### src/rtl/scfd_pkg.sv
package scfd_pkg;

	localparam int unsigned FOLD_BYTES = 32;
	localparam int unsigned POS_W      = $clog2(FOLD_BYTES);
	localparam int unsigned FOLD_WORDS = 4;
	localparam int unsigned NUM_WORDS  = FOLD_WORDS + 1;
	localparam int unsigned IDX_W      = 3;
	localparam int unsigned WORD_W     = 64;

	localparam logic [IDX_W-1:0] CRC_IDX  = IDX_W'(0);
	localparam logic [IDX_W-1:0] LAST_IDX = IDX_W'(NUM_WORDS - 1);

	localparam logic [31:0] CRC_POLY   = 32'h82F6_3B78;
	localparam logic [31:0] CRC_PRESET = 32'hFFFF_FFFF;

	typedef logic [FOLD_BYTES-1:0][7:0] fold_t;

	typedef struct packed {
		logic        load;
		logic [31:0] crc;
		fold_t       fold;
	} snap_t;

	function automatic logic [31:0] crc32c_byte(input logic [31:0] crc, input logic [7:0] b);
		logic [31:0] c;
		c = crc ^ {24'h0, b};
		for (int k = 0; k < 8; k++) begin
			c = c[0] ? ((c >> 1) ^ CRC_POLY) : (c >> 1);
		end
		return c;
	endfunction

endpackage

### src/rtl/scfd_in_if.sv
interface scfd_in_if;
	logic       valid;
	logic       ready;
	logic [7:0] data_byte;
	logic       byte_valid;
	logic       end_of_snapshot;

	modport source (output valid, data_byte, byte_valid, end_of_snapshot, input ready);
	modport sink (input valid, data_byte, byte_valid, end_of_snapshot, output ready);
endinterface

### src/rtl/scfd_out_if.sv
interface scfd_out_if;
	logic                           valid;
	logic                           ready;
	logic [scfd_pkg::WORD_W-1:0]    result_word;
	logic [scfd_pkg::IDX_W-1:0]     word_index;
	logic                           last_word;

	modport source (output valid, result_word, word_index, last_word, input ready);
	modport sink (input valid, result_word, word_index, last_word, output ready);
endinterface

### src/rtl/snapshot_crc32c_and_fold_digest.sv
// Snapshot digest: one snapshot byte per input beat, accepted every cycle unless a held end
// beat stalls stage 1. Each valid byte updates a reflected CRC32C (poly 0x82F63B78, preset
// all ones) and is XORed into fold slot n mod 32; bytes with byte_valid low are skipped. A
// beat with end_of_snapshot high (its byte absorbed first) produces five output beats: the
// inverted CRC in word 0, then the 32-byte fold as words 1 to 4, slot 0 in the low byte,
// last_word on word 4. State then returns to reset. Input beats pass a stage 1 register;
// an end beat then loads the single result buffer. Its five words leave one per cycle
// while ready is high; a later end beat waits until the prior run's last word is taken.
module snapshot_crc32c_and_fold_digest (
	input  logic         clk,
	input  logic         arst_n,
	scfd_in_if.sink      snap_in,
	scfd_out_if.source   digest_out
);

	scfd_pkg::snap_t snap;
	logic            buf_free;

	scfd_core u_core (
		.clk      (clk),
		.arst_n   (arst_n),
		.snap_in  (snap_in),
		.buf_free (buf_free),
		.snap     (snap)
	);

	scfd_out u_out (
		.clk        (clk),
		.arst_n     (arst_n),
		.snap       (snap),
		.buf_free   (buf_free),
		.digest_out (digest_out)
	);

endmodule

### src/rtl/scfd_core.sv
module scfd_core (
	input  logic              clk,
	input  logic              arst_n,
	scfd_in_if.sink           snap_in,
	input  logic              buf_free,
	output scfd_pkg::snap_t   snap
);

	logic       vld_s1;
	logic [7:0] data_s1;
	logic       bv_s1;
	logic       end_s1;

	logic [31:0]                   crc_q;
	scfd_pkg::fold_t               fold_q;
	logic [scfd_pkg::POS_W-1:0]    pos_q;

	logic [31:0]                   crc_d;
	scfd_pkg::fold_t               fold_d;
	logic [scfd_pkg::POS_W-1:0]    pos_d;
	logic                          commit;
	logic                          take;

	assign commit        = vld_s1 && (!end_s1 || buf_free);
	assign take          = commit && bv_s1;
	assign snap_in.ready = !vld_s1 || commit;

	always_ff @(posedge clk or negedge arst_n) begin
		if (!arst_n) begin
			vld_s1 <= 1'b0;
		end else if (snap_in.ready) begin
			vld_s1 <= snap_in.valid;
		end
	end

	always_ff @(posedge clk) begin
		if (snap_in.ready && snap_in.valid) begin
			data_s1 <= snap_in.data_byte;
			bv_s1   <= snap_in.byte_valid;
			end_s1  <= snap_in.end_of_snapshot;
		end
	end

	always_comb begin
		crc_d = take ? scfd_pkg::crc32c_byte(crc_q, data_s1) : crc_q;
		for (int i = 0; i < scfd_pkg::FOLD_BYTES; i++) begin
			fold_d[i] = fold_q[i] ^ ((take && pos_q == scfd_pkg::POS_W'(i)) ? data_s1 : 8'h00);
		end
		if (!take) begin
			pos_d = pos_q;
		end else if (pos_q == scfd_pkg::POS_W'(scfd_pkg::FOLD_BYTES - 1)) begin
			pos_d = '0;
		end else begin
			pos_d = pos_q + scfd_pkg::POS_W'(1);
		end
	end

	always_ff @(posedge clk or negedge arst_n) begin
		if (!arst_n) begin
			crc_q  <= scfd_pkg::CRC_PRESET;
			fold_q <= '0;
			pos_q  <= '0;
		end else if (commit && end_s1) begin
			crc_q  <= scfd_pkg::CRC_PRESET;
			fold_q <= '0;
			pos_q  <= '0;
		end else if (commit) begin
			crc_q  <= crc_d;
			fold_q <= fold_d;
			pos_q  <= pos_d;
		end
	end

	assign snap.load = commit && end_s1;
	assign snap.crc  = crc_d ^ scfd_pkg::CRC_PRESET;
	assign snap.fold = fold_d;

	a_reset_after_end: assert property (@(posedge clk) disable iff (!arst_n)
		(commit && end_s1) |=> (crc_q == scfd_pkg::CRC_PRESET && pos_q == '0 && fold_q == '0))
		else $error("state not cleared after end beat");

	a_stall_holds: assert property (@(posedge clk) disable iff (!arst_n)
		(vld_s1 && !commit) |=> (vld_s1 && $stable(data_s1) && $stable(end_s1) && $stable(bv_s1)))
		else $error("stalled stage 1 beat lost");

	a_skip_keeps: assert property (@(posedge clk) disable iff (!arst_n)
		(commit && !bv_s1 && !end_s1) |=> ($stable(crc_q) && $stable(pos_q) && $stable(fold_q)))
		else $error("skipped byte changed state");

endmodule

### src/rtl/scfd_out.sv
module scfd_out (
	input  logic              clk,
	input  logic              arst_n,
	input  scfd_pkg::snap_t   snap,
	output logic              buf_free,
	scfd_out_if.source        digest_out
);

	logic                          busy_q;
	logic [scfd_pkg::IDX_W-1:0]    idx_q;
	logic [31:0]                   crc_q;
	scfd_pkg::fold_t               fold_q;
	logic [scfd_pkg::WORD_W-1:0]   words [scfd_pkg::NUM_WORDS];
	logic                          beat_done;

	assign beat_done = busy_q && digest_out.ready;
	assign buf_free  = !busy_q || (digest_out.ready && idx_q == scfd_pkg::LAST_IDX);

	always_ff @(posedge clk or negedge arst_n) begin
		if (!arst_n) begin
			busy_q <= 1'b0;
			idx_q  <= scfd_pkg::CRC_IDX;
		end else if (snap.load) begin
			busy_q <= 1'b1;
			idx_q  <= scfd_pkg::CRC_IDX;
		end else if (beat_done) begin
			if (idx_q == scfd_pkg::LAST_IDX) begin
				busy_q <= 1'b0;
				idx_q  <= scfd_pkg::CRC_IDX;
			end else begin
				idx_q <= idx_q + scfd_pkg::IDX_W'(1);
			end
		end
	end

	always_ff @(posedge clk) begin
		if (snap.load) begin
			crc_q  <= snap.crc;
			fold_q <= snap.fold;
		end
	end

	always_comb begin
		words[0] = {32'h0, crc_q};
		for (int w = 0; w < scfd_pkg::FOLD_WORDS; w++) begin
			words[w + 1] = '0;
			for (int s = 0; s < 8; s++) begin
				if (w * 8 + s < scfd_pkg::FOLD_BYTES) begin
					words[w + 1][8*s +: 8] = fold_q[w * 8 + s];
				end
			end
		end
	end

	assign digest_out.valid       = busy_q;
	assign digest_out.result_word = words[idx_q];
	assign digest_out.word_index  = idx_q;
	assign digest_out.last_word   = (idx_q == scfd_pkg::LAST_IDX);

	a_load_when_free: assert property (@(posedge clk) disable iff (!arst_n)
		snap.load |-> buf_free)
		else $error("snapshot loaded over pending words");

	a_idx_range: assert property (@(posedge clk) disable iff (!arst_n)
		idx_q <= scfd_pkg::LAST_IDX)
		else $error("word index out of range");

	a_idx_step: assert property (@(posedge clk) disable iff (!arst_n)
		(beat_done && idx_q != scfd_pkg::LAST_IDX && !snap.load) |=>
		(busy_q && idx_q == $past(idx_q) + scfd_pkg::IDX_W'(1)))
		else $error("word sequence skipped");

endmodule
### src/flat_wrapper.sv
// flat-port wrapper written by rule: the top's interface ports become plain ports
module snapshot_crc32c_and_fold_digest_flat 
  (clk, arst_n, snap_in_valid, snap_in_data_byte, snap_in_byte_valid, snap_in_end_of_snapshot, snap_in_ready, digest_out_valid, digest_out_result_word, digest_out_word_index, digest_out_last_word, digest_out_ready);
  scfd_in_if snap_in_i ();
  scfd_out_if digest_out_i ();
  input  logic clk;
  input  logic arst_n;
  input wire logic [$bits(snap_in_i.valid)-1:0] snap_in_valid;
  input wire logic [$bits(snap_in_i.data_byte)-1:0] snap_in_data_byte;
  input wire logic [$bits(snap_in_i.byte_valid)-1:0] snap_in_byte_valid;
  input wire logic [$bits(snap_in_i.end_of_snapshot)-1:0] snap_in_end_of_snapshot;
  output wire logic [$bits(snap_in_i.ready)-1:0] snap_in_ready;
  output wire logic [$bits(digest_out_i.valid)-1:0] digest_out_valid;
  output wire logic [$bits(digest_out_i.result_word)-1:0] digest_out_result_word;
  output wire logic [$bits(digest_out_i.word_index)-1:0] digest_out_word_index;
  output wire logic [$bits(digest_out_i.last_word)-1:0] digest_out_last_word;
  input wire logic [$bits(digest_out_i.ready)-1:0] digest_out_ready;
  assign snap_in_i.valid = snap_in_valid;
  assign snap_in_i.data_byte = snap_in_data_byte;
  assign snap_in_i.byte_valid = snap_in_byte_valid;
  assign snap_in_i.end_of_snapshot = snap_in_end_of_snapshot;
  assign snap_in_ready = snap_in_i.ready;
  assign digest_out_valid = digest_out_i.valid;
  assign digest_out_result_word = digest_out_i.result_word;
  assign digest_out_word_index = digest_out_i.word_index;
  assign digest_out_last_word = digest_out_i.last_word;
  assign digest_out_i.ready = digest_out_ready;
  snapshot_crc32c_and_fold_digest u_core (.clk(clk), .arst_n(arst_n), .snap_in(snap_in_i), .digest_out(digest_out_i));
endmodule
### config.mk
export PLATFORM = sky130hd
export DESIGN_NAME = snapshot_crc32c_and_fold_digest_flat
export DESIGN_NICKNAME = d
export VERILOG_FILES = /design/src/rtl/scfd_pkg.sv /design/src/rtl/scfd_in_if.sv /design/src/rtl/scfd_out_if.sv /design/src/rtl/snapshot_crc32c_and_fold_digest.sv /design/src/rtl/scfd_core.sv /design/src/rtl/scfd_out.sv /design/src/flat_wrapper.sv
export SDC_FILE = /design/constraint.sdc
export NUM_CORES = 1
export LEC_CHECK = 0
export ABC_CLOCK_PERIOD_IN_PS = 30600
export BUFFER_PORTS_ARGS = -buffer_cell sky130_fd_sc_hd__clkbuf_2
export CELL_PAD_IN_SITES_DETAIL_PLACEMENT = 2
export CELL_PAD_IN_SITES_GLOBAL_PLACEMENT = 2
export CORE_MARGIN = 1
export CORE_UTILIZATION = 47
export CTS_CLUSTER_SIZE = 12
export DETAILED_ROUTE_END_ITERATION = 7
export PLACE_DENSITY = 0.89
export SLEW_MARGIN = 40
export SYNTH_ARGS = -nofsm -noshare
export SYNTH_HDL_FRONTEND = slang
export SYNTH_SLANG_ARGS = --single-unit
### constraint.sdc
create_clock -name clk -period 30.6 [get_ports clk]
set_input_delay 3.06 -clock clk [delete_from_list [all_inputs] [get_ports clk]]
set_output_delay 3.06 -clock clk [all_outputs]
set_load 0.005 [all_outputs]
==> results.cfg <==
[placement]
port_buffers = 83
dpl.hpwl_um = 56600
dp_cells = 2860
placed_area_um2 = 28200
gp_congestion = 0.824

[drt]
dr.pass1.iters = 7
drc = 0
wirelength_um = 106000
num_vias = 20100
wl_per_cell_um = 35.7
ant_nets = 0
drtIter0Drc = 2140
post_drt_via_cell_ratio = 6.73

[clock_network]
cts_hold_buf = 0
clkTransAtPathRegs_ns = 0.05
clockBufferDepth = 3
cts_tree = yes
postCtsResizedCells = 0
cts_setup_buffers = 0
htree_levels = 3
clock-root-buffer = clkbuf_16
numCtsBuffers = 66
clock_latency_ns = 0.62
cts_sinks = 596

[job]
max-cap-violations = 0

[synthesis]
ys_types = 53
ys_warn_count = 0
synth_edf_count = 298
synth_area_leaders = edfxtp_1, dfrtp_1, a22o_1, xnor2_1, mux2i_1
ys.flop_type = edfxtp_1
syn_inst = 2161
syn_area_per_cell_um2 = 12.6
synth_top_cell_by_area = edfxtp_1
synth-seq-area-share = 0.605
postSynth.asyncResetShare = 0.500
synth_top_area_frac = 0.329
syn_area_um2 = 27200
synth_seq_cells = 596
syn_nets = 2183

[global_route]
grt_usage = 0.358
grt_max_degree = 160
antenna_found_initial = 3
first_global_vias = 22200
grt_pass1_wl_um = 156000
grt_overflow_total = 0

[power]
p_per_area_nw_per_um2 = 118
clockPowerShare = 0.231
pwr-share-seq = 0.379
power.switching_w = 0.00146
pwr-share-comb = 0.390
power.leakage_nw = 12.0
ir_drop_mv = 0.0605
intPower_w = 0.00213
switching_share = 0.406

[final_layout]
nets = 2197
syn_to_final_growth_pct = 12.1
multiInputGateArea_um2 = 10000
final_cell_mix = edfxtp_1, dfrtp_1, a22o_1, xnor2_1, nand2_1
fillers = 5143
fin_cells = 2983
final_cell_area_um2 = 30500
antenna_cells = 0
regArea_um2 = 16500
final_util = 0.537
final_common_cell = edfxtp_1
drive_gt1_frac = 0.130

[worst_hold_path]
min_path_type = flop to flop
hp-start = u_core.u_core.fold_q[187]$_DFFE_PN0P_

[sta]
fin_crit_ns = 7.24
relSlewSlack = 0.442
rsz0062_at_grt = no
fmax_mhz = 138
finalHoldViolations = 0
fin_crit_sh = 0.237
skew_ns = 0.0307
finalMaxSlewViolations = 0
worstMarginPinSlew_ns = 0.837
hold_slack_ns = 0.528
fin_tns_setup_ns = 0
setup_violations = 0

[floorplanning]
die_w_um = 242
die-height_um = 242
io_pins = 84
die-area_um2 = 58800
start_util = 0.479
placementRows = 87
core_area_um2 = 56700

[setup_path]
slowest_stage = nand3_2
path_class = input port to output pin
crit_chain = clkbuf_2 > nand3_2 > nand4_1 > clkbuf_2
cp-start-kind = input port
crit_family = simple AND/OR/NAND/NOR gates
crit_start = digest_out_ready
worst-path-buf-inv = 2
path_common_cell = clkbuf_2
r2r_start = u_core.u_out.digest_out.word_index[0]$_DFFE_PN0P_
required_ns = 27.54
cpPeakStageDelay_ns = 0.43
critPathMaxFanout = 12
endpoint_kind = output pin
cp.arrival_ns = 4.18

[outcome]
outcome = completed
final cells by class:
class                           instances  area share
Sequential cell                       596       0.540
Timing Repair Buffer                  129      0.0292
Inverter                                8     0.00123
Multi-Input combinational cell       1374       0.328
Tap cell                              756      0.0310
Clock inverter                         15     0.00505
Clock buffer                          105      0.0651
synthesized netlist by cell type, types with 2 or more instances:
| cell | number |
|---|---|
| edfxtp_1 | 298 |
| dfrtp_1 | 266 |
| a22o_1 | 256 |
| xnor2_1 | 237 |
| nand2_1 | 177 |
| nor2_1 | 143 |
| clkbuf_1 | 134 |
| mux2i_1 | 87 |
| a21oi_1 | 85 |
| nand3_1 | 84 |
| xor2_1 | 74 |
| o22ai_1 | 66 |
| a22oi_1 | 32 |
| dfstp_2 | 32 |
| buf_2 | 26 |
| o22a_1 | 22 |
| buf_1 | 19 |
| and3_1 | 11 |
| nor2b_1 | 10 |
| xnor3_1 | 9 |
| ha_1 | 8 |
| o21ai_0 | 8 |
| xnor2_2 | 8 |
| and2_1 | 7 |
| inv_1 | 7 |
| a2111oi_4 | 6 |
| and2_0 | 6 |
| buf_4 | 3 |
| nand2b_1 | 3 |
| nor3_1 | 3 |
| o2111a_1 | 3 |
| a2111o_1 | 2 |
| a31oi_1 | 2 |
| nand3b_1 | 2 |
| nand4_1 | 2 |
| o2111ai_1 | 2 |
| o21a_1 | 2 |
| o2bb2ai_1 | 2 |
| xnor2_4 | 2 |
| xnor3_2 | 2 |
path summary, 6_finish.rpt:
kind                                                    endpoint  slack [ns]  cells after the start
max                                                snap_in_ready       23.36                      4
min in group asynchronous   u_core.u_core.fold_q[48]$_DFFE_PN0P_        2.34                      1
max reg2reg                   u_core.u_core.pos_q[2]$_DFFE_PN0P_       25.36                      8
min reg2reg                u_core.u_core.fold_q[187]$_DFFE_PN0P_        0.53                      1
max in group asynchronous  u_core.u_core.fold_q[118]$_DFFE_PN0P_       25.99                      5
min                        u_core.u_core.fold_q[187]$_DFFE_PN0P_        0.53                      1
registers in the layout (all words and copies together), names as in the netlist:
name,cells
u_core.u_core.crc_q,32
u_core.u_core.data_s1,8
u_core.u_out.crc_q,32
u_core.u_out.digest_out.valid,1
u_core.u_core.pos_q,5
u_core.u_out.fold_q,256
u_core.u_core.fold_q,256
u_core.u_core.bv_s1,1
u_core.u_out.digest_out.word_index,3
u_core.u_core.vld_s1,1
u_core.u_core.end_s1,1
per-stage QoR:
step / worst slack (ns) / total power, W
3_3_place_gp: 23.51 / 0.00246
2_1_floorplan: 13.70 / 0.00215
5_1_grt: 23.33 / 0.00368
3_5_place_dp: 23.40 / 0.00261
6_report: 23.36 / 0.00359
4_1_cts: 23.39 / 0.00354
power by group through the flow:
stage          combinational, W  clock, W  sequential, W
2_1_floorplan          0.000859         0        0.00129
5_1_grt                 0.00144  0.000863        0.00137
3_3_place_gp            0.00116         0        0.00130
4_1_cts                 0.00135  0.000834        0.00135
3_5_place_dp            0.00127         0        0.00134
6_report                0.00140  0.000829        0.00136
cell families after synthesis:
family | Yosys count | synth area share
AND/OR/NAND/NOR | 455 | 0.0718
buffers and inverters | 191 | 0.0283
XOR/XNOR | 332 | 0.116
adder cells (fa/ha/maj) | 8 | 0.00368
flip-flops | 596 | 0.605
AO/OA/AOI/OAI | 492 | 0.143
multiplexers | 87 | 0.0321
per-layer routing:
layer  up-vias  GRT usage  part of all wire
met2      1189      0.594              0.49
li1       7849          -                 -
met3       371     0.0607             0.070
met5         -          0           0.00060
met4         4      0.205             0.059
met1     10700      0.442              0.38
No activity file was read; power rests on OpenSTA's default activity.
